### config.mk
export PLATFORM = sky130hd
export DESIGN_NAME = otx_ctrl
export DESIGN_NICKNAME = d
export VERILOG_FILES = /design/src/design/otx_pkg.sv /design/src/design/otx_ctrl.sv
export SDC_FILE = /design/constraint.sdc
export NUM_CORES = 1
export LEC_CHECK = 0
export BUFFER_PORTS_ARGS = -buffer_cell sky130_fd_sc_hd__buf_2
export CAP_MARGIN = 20
export CORE_MARGIN = 1.5
export CORE_UTILIZATION = 50
export DETAILED_ROUTE_END_ITERATION = 10
export GPL_TIMING_DRIVEN = 1
export PLACE_DENSITY = 0.73
export SLEW_MARGIN = 30
export SYNTH_ARGS = -nofsm -noshare
export SYNTH_HDL_FRONTEND = slang
export SYNTH_SLANG_ARGS = --single-unit
### constraint.sdc
create_clock -name clk -period 4.35 [get_ports clk]
set_input_delay 0.87 -clock clk [delete_from_list [all_inputs] [get_ports clk]]
set_output_delay 0.87 -clock clk [all_outputs]
set_load 0.01 [all_outputs]
### src/design/otx_pkg.sv
// Package: shared types, constants and AES helper functions for the pad expander.
package otx_pkg;

  localparam int MaxLogChoices = 6;
  localparam int SlotW = 3;
  localparam int IdxW = 6;

  typedef enum logic [2:0] {
    ST_IDLE,
    ST_LOAD,
    ST_INIT,
    ST_ROUND,
    ST_ACC,
    ST_EMIT
  } state_t;

  // Commands from the controller to the datapath.
  typedef struct packed {
    logic       store;
    logic       key_load;
    logic       aes_init;
    logic       aes_round;
    logic       acc_clear;
    logic       acc_add;
    logic       out_load;
    logic [2:0] pair_sel;
    logic       key_sel;
  } otx_cmd_t;

  // S-box as a constant function table.
  function automatic logic [7:0] sbox(input logic [7:0] x);
    logic [7:0] t [256];
    t = '{
      8'h63,8'h7c,8'h77,8'h7b,8'hf2,8'h6b,8'h6f,8'hc5,8'h30,8'h01,8'h67,8'h2b,8'hfe,8'hd7,8'hab,8'h76,
      8'hca,8'h82,8'hc9,8'h7d,8'hfa,8'h59,8'h47,8'hf0,8'had,8'hd4,8'ha2,8'haf,8'h9c,8'ha4,8'h72,8'hc0,
      8'hb7,8'hfd,8'h93,8'h26,8'h36,8'h3f,8'hf7,8'hcc,8'h34,8'ha5,8'he5,8'hf1,8'h71,8'hd8,8'h31,8'h15,
      8'h04,8'hc7,8'h23,8'hc3,8'h18,8'h96,8'h05,8'h9a,8'h07,8'h12,8'h80,8'he2,8'heb,8'h27,8'hb2,8'h75,
      8'h09,8'h83,8'h2c,8'h1a,8'h1b,8'h6e,8'h5a,8'ha0,8'h52,8'h3b,8'hd6,8'hb3,8'h29,8'he3,8'h2f,8'h84,
      8'h53,8'hd1,8'h00,8'hed,8'h20,8'hfc,8'hb1,8'h5b,8'h6a,8'hcb,8'hbe,8'h39,8'h4a,8'h4c,8'h58,8'hcf,
      8'hd0,8'hef,8'haa,8'hfb,8'h43,8'h4d,8'h33,8'h85,8'h45,8'hf9,8'h02,8'h7f,8'h50,8'h3c,8'h9f,8'ha8,
      8'h51,8'ha3,8'h40,8'h8f,8'h92,8'h9d,8'h38,8'hf5,8'hbc,8'hb6,8'hda,8'h21,8'h10,8'hff,8'hf3,8'hd2,
      8'hcd,8'h0c,8'h13,8'hec,8'h5f,8'h97,8'h44,8'h17,8'hc4,8'ha7,8'h7e,8'h3d,8'h64,8'h5d,8'h19,8'h73,
      8'h60,8'h81,8'h4f,8'hdc,8'h22,8'h2a,8'h90,8'h88,8'h46,8'hee,8'hb8,8'h14,8'hde,8'h5e,8'h0b,8'hdb,
      8'he0,8'h32,8'h3a,8'h0a,8'h49,8'h06,8'h24,8'h5c,8'hc2,8'hd3,8'hac,8'h62,8'h91,8'h95,8'he4,8'h79,
      8'he7,8'hc8,8'h37,8'h6d,8'h8d,8'hd5,8'h4e,8'ha9,8'h6c,8'h56,8'hf4,8'hea,8'h65,8'h7a,8'hae,8'h08,
      8'hba,8'h78,8'h25,8'h2e,8'h1c,8'ha6,8'hb4,8'hc6,8'he8,8'hdd,8'h74,8'h1f,8'h4b,8'hbd,8'h8b,8'h8a,
      8'h70,8'h3e,8'hb5,8'h66,8'h48,8'h03,8'hf6,8'h0e,8'h61,8'h35,8'h57,8'hb9,8'h86,8'hc1,8'h1d,8'h9e,
      8'he1,8'hf8,8'h98,8'h11,8'h69,8'hd9,8'h8e,8'h94,8'h9b,8'h1e,8'h87,8'he9,8'hce,8'h55,8'h28,8'hdf,
      8'h8c,8'ha1,8'h89,8'h0d,8'hbf,8'he6,8'h42,8'h68,8'h41,8'h99,8'h2d,8'h0f,8'hb0,8'h54,8'hbb,8'h16
    };
    return t[x];
  endfunction

  function automatic logic [7:0] xt(input logic [7:0] x);
    return {x[6:0], 1'b0} ^ (x[7] ? 8'h1b : 8'h00);
  endfunction

endpackage

### src/design/otx_ctrl.sv
// Controller: sequences key loading, AES rounds and pad emission.
module otx_ctrl import otx_pkg::*; (
  input  logic           clk,
  input  logic           rst_n,
  input  logic           in_valid,
  output logic           in_ready,
  output logic           out_valid,
  input  logic           out_ready,
  input  logic [2:0]     cfg_wdata,
  input  logic           cfg_we,
  output otx_cmd_t       cmd,
  output logic [IdxW-1:0] idx,
  output logic           last
);

  state_t         state_r, state_nxt;
  logic [2:0]     log_r;
  logic [2:0]     loaded_r, loaded_nxt;
  logic [2:0]     power;
  logic [2:0]     pair_r, pair_nxt;
  logic [3:0]     rnd_r, rnd_nxt;
  logic [IdxW-1:0] idx_r, idx_nxt;
  logic [IdxW-1:0] top_idx;
  logic [IdxW-1:0] idx_step;
  logic           ov_r, ov_nxt;
  logic           closes;
  logic [2:0]     slot;

  // Clamp the group size to the legal range.
  always_comb begin
    if (log_r == 3'd0) power = 3'd1;
    else if (log_r > 3'(MaxLogChoices)) power = 3'(MaxLogChoices);
    else power = log_r;
  end

  assign slot     = (loaded_r >= 3'(MaxLogChoices)) ? 3'(MaxLogChoices - 1) : loaded_r;
  assign closes   = (slot + 3'd1) >= power;
  assign top_idx  = IdxW'((7'd1 << power) - 7'd1);
  assign idx_step = idx_r + IdxW'(1);
  assign idx      = idx_r;
  assign last     = (idx_r == top_idx);
  assign out_valid = ov_r;

  // Registers.
  always_ff @(posedge clk) begin
    if (!rst_n) begin
      state_r  <= ST_IDLE;
      log_r    <= 3'd1;
      loaded_r <= '0;
      pair_r   <= '0;
      rnd_r    <= '0;
      idx_r    <= '0;
      ov_r     <= 1'b0;
    end else begin
      state_r  <= state_nxt;
      loaded_r <= loaded_nxt;
      pair_r   <= pair_nxt;
      rnd_r    <= rnd_nxt;
      idx_r    <= idx_nxt;
      ov_r     <= ov_nxt;
      if (cfg_we) begin
        log_r <= cfg_wdata;
      end
    end
  end

  // Next state.
  always_comb begin
    state_nxt  = state_r;
    loaded_nxt = loaded_r;
    pair_nxt   = pair_r;
    rnd_nxt    = rnd_r;
    idx_nxt    = idx_r;
    ov_nxt     = ov_r;
    if (ov_r && out_ready) ov_nxt = 1'b0;
    case (state_r)
      ST_IDLE: begin
        if (in_valid) begin
          if (closes) begin
            loaded_nxt = '0;
            idx_nxt    = '0;
            pair_nxt   = '0;
            state_nxt  = ST_LOAD;
          end else begin
            loaded_nxt = slot + 3'd1;
          end
        end
      end
      ST_LOAD: begin
        state_nxt = ST_INIT;
      end
      ST_INIT: begin
        rnd_nxt   = 4'd1;
        state_nxt = ST_ROUND;
      end
      ST_ROUND: begin
        if (rnd_r == 4'd10) begin
          state_nxt = ST_ACC;
        end else begin
          rnd_nxt = rnd_r + 4'd1;
        end
      end
      ST_ACC: begin
        if (pair_r + 3'd1 >= power) begin
          state_nxt = ST_EMIT;
        end else begin
          pair_nxt  = pair_r + 3'd1;
          state_nxt = ST_LOAD;
        end
      end
      ST_EMIT: begin
        // The index steps once its pad is staged, except after the last pad.
        if (!ov_r || out_ready) begin
          ov_nxt = 1'b1;
          pair_nxt = '0;
          if (last) begin
            state_nxt = ST_IDLE;
          end else begin
            idx_nxt   = idx_step;
            state_nxt = ST_LOAD;
          end
        end
      end
      default: state_nxt = ST_IDLE;
    endcase
  end

  // Outputs.
  always_comb begin
    cmd = '0;
    in_ready = 1'b0;
    cmd.pair_sel = pair_r;
    cmd.key_sel  = idx_r[pair_r];
    case (state_r)
      ST_IDLE: begin
        in_ready = 1'b1;
        cmd.store = in_valid;
        cmd.pair_sel = slot;
      end
      ST_LOAD:  begin
        cmd.key_load = 1'b1;
        if (pair_r == 3'd0) cmd.acc_clear = 1'b1;
      end
      ST_INIT:  cmd.aes_init = 1'b1;
      ST_ROUND: cmd.aes_round = 1'b1;
      ST_ACC:   cmd.acc_add = 1'b1;
      ST_EMIT:  cmd.out_load = !ov_r || out_ready;
      default: cmd = '0;
    endcase
  end

endmodule

==> impl_metrics.tcl <==
set metrics [dict create \
    status "completed" \
    vdd.ir_drop.worst_uv 230.5 \
    fin_setup_tns_ps 0 \
    synth_top_flop_cell "dfxtp_1" \
    r2r-start "log_r[2]$_SDFFE_PN0P_" \
    min_path_cells 2 \
    cts_tree "built" \
    hold_class "register to register" \
    crit_fanout 8 \
    finClkSkew_ps 5.297 \
    cp_cell_sequence "inv_1, a2111oi_0, a31oi_1, nor3_1, buf_2" \
    postSynthCellCount 187 \
    std_cell_rows 20 \
    insertion_delay_ps 320 \
    wire_per_inst_um 13.94 \
    synth-edff-count 0 \
    io_pins 28 \
    drive_gt1_frac 0.1737 \
    synth_area_per_cell_um2 8.323 \
    hold_end "loaded_r[0]$_SDFFE_PN0P_" \
    cp-end-kind "output port" \
    fp.coreArea_um2 3003 \
    crit_required_ps 3480 \
    rsz0062_at_grt "no" \
    maxCapViolations 0 \
    gr-total-overflow 0 \
    cts_resized 0 \
    slew_headroom 0.5618 \
    post_cts_buffers 0 \
    wirelength_um 3429 \
    ys_seq_area_frac 0.2958 \
    r2r_cells 9 \
    synth_warnings 0 \
    critPathKind "register to output port" \
    num_vias 1406 \
    startpoint_type "register" \
    fmax_mhz 341.7 \
    area_growth_pct 11.33 \
    ant_nets 0 \
    tightest_slew_ps 650.4 \
    cp_slowest_cell "dfxtp_1" \
    final_nets 234 \
    hp-start "loaded_r[0]$_SDFFE_PN0P_" \
    leakagePower_nw 0.7803 \
    setup-violations-final 0 \
    cts.path.max_buffers 2 \
    grt_max_degree 22 \
    first_pass_iters 4 \
    cts_max_level 1 \
    dieWidth_um 58.80 \
    cts-buffers-inserted 3 \
    gp_congestion 0.8306 \
    die_area_um2 3457 \
    port_buffers 27 \
    synthDistinctLibCells 42 \
    die_h_um 58.80 \
    hpwl_um 2659 \
    antenna_found_initial 0 \
    path_clk_slew_ps 120 \
    final_cell_mix "buf_2 (27), dfxtp_1 (23), inv_1 (17), nand2_1 (17)" \
    cellPowerDensity_nw_per_um2 335.1 \
    route.detailed.drc 0 \
    rr_endpoint "pair_r[0]$_SDFFE_PN0P_" \
    start_util 0.5183 \
    final_common_cell "buf_2" \
    crit_arrival_ps 2060 \
    cts_hold_buf 0 \
    fin_crit_sh 0.6728 \
    antenna_cells 0 \
    min_period_ps 2927 \
    max_stage_delay_ps 480 \
    fin_util 0.5771 \
    ctsRootBufferMaster "clkbuf_4" \
    dr.first_iter.drc_count 44 \
    synth-seq-cells 23 \
    grt_pass1_vias 1349 \
    netlist_area_um2 1556 \
    final_max_slew_viol_count 0 \
    synthArstFlopShare 0 \
    viasPerCell 5.715 \
    grt_usage 0.2177 \
    clkSinkCount 23 \
    syn_nets 207 \
    reg2reg_setup_slack_ps 1610 \
    grt_pass1_wl_um 5920 \
    hold_viol_final 0 \
]
-- cells by family (layout without fill, tap and decap cells) --
group / after synthesis / in the layout / synth area share
compound gates: 48 / 48 / 0.2154
xor+xnor: 6 / 6 / 0.03376
fa+ha+maj: 13 / 13 / 0.1029
buf+inv: 22 / 48 / 0.05868
flops: 23 / 23 / 0.2958
mux: 8 / 8 / 0.05949
simple gates: 67 / 67 / 0.2339
-- stage by stage --
step           setup slack, ps  cells  power, mW  instance area, um^2  hold slack, ps
4_1_cts                   1401    246     0.5837                 1733           483.9
6_report                  1423    246     0.5807                 1733           478.1
5_1_grt                   1305    246     0.6223                 1733           510.1
2_1_floorplan             1867    187     0.4277                 1556           440.7
3_3_place_gp              1728    242     0.4776                 1705           454.4
3_5_place_dp              1558    242     0.4825                 1705           465.6
-- Yosys cell counts (5+ instances only) --
master,instances,area (um^2)
a21boi_0,5,37.54
a21oi_1,13,65.06
dfxtp_1,23,460.4
ha_1,12,150.1
inv_1,17,63.81
mux2i_1,7,70.07
nand2_1,17,63.81
nand2b_1,5,31.28
nand3_1,10,50.05
nor2_1,10,37.54
nor2b_1,5,31.28
o21ai_0,13,65.06
or3_1,5,31.28
-- report_power, final --
part | leakage [nW] | internal, mW | switching, mW
logic | 0.576 | 0.0928 | 0.126
registers | 0.187 | 0.227 | 0.0341
clock network | 0.0177 | 0.0344 | 0.0663
total | 0.780 | 0.354 | 0.227
-- critical path: cells and delay by family (launching register included) --
family / cells / cell delay (ps)
and+or+nand+nor: 1 / 420
AOI/OAI and AO/OA: 2 / 580
DFF: 1 / 480
buffers and inverters: 2 / 270
-- layout make-up --
type / count / area (um^2)
Clock buffer: 3 / 22.52
Clock inverter: 1 / 5.005
Fill cell: 297 / 1270
Inverter: 17 / 63.81
Multi-Input combinational cell: 142 / 1005
Sequential cell: 23 / 460.4
Tap cell: 33 / 41.29
Timing Repair Buffer: 27 / 135.1
-- worst max path at each step --
stage	from	endpoint	cells past startpoint
3_5_place_dp	log_r[2]$_SDFFE_PN0P_	pair_r[0]$_SDFFE_PN0P_	9
6_report	idx[1]$_SDFFE_PN0P_	last	5
5_1_grt	idx[1]$_SDFFE_PN0P_	last	5
3_3_place_gp	log_r[2]$_SDFFE_PN0P_	pair_r[0]$_SDFFE_PN0P_	9
2_1_floorplan	log_r[2]$_SDFFE_PN0P_	pair_r[0]$_SDFFE_PN0P_	9
4_1_cts	idx[1]$_SDFFE_PN0P_	last	5
-- sequential cells by signal, summed over array words and instances, names as in the netlist --
name and count:
idx 6, loaded_r 3, pair_r 3, rnd_r 4
out_valid 1, state_r 3, log_r 3
-- routing by layer --
metal  vias up  GRT usage  routed length, um
li1        714          -                  -
met4         0    0.03571                 19
met5         -          0                  0
met1       651     0.2776               1485
met2        39     0.3825               1742
met3         2    0.04615                181
(Power assumes the default switching activity.)
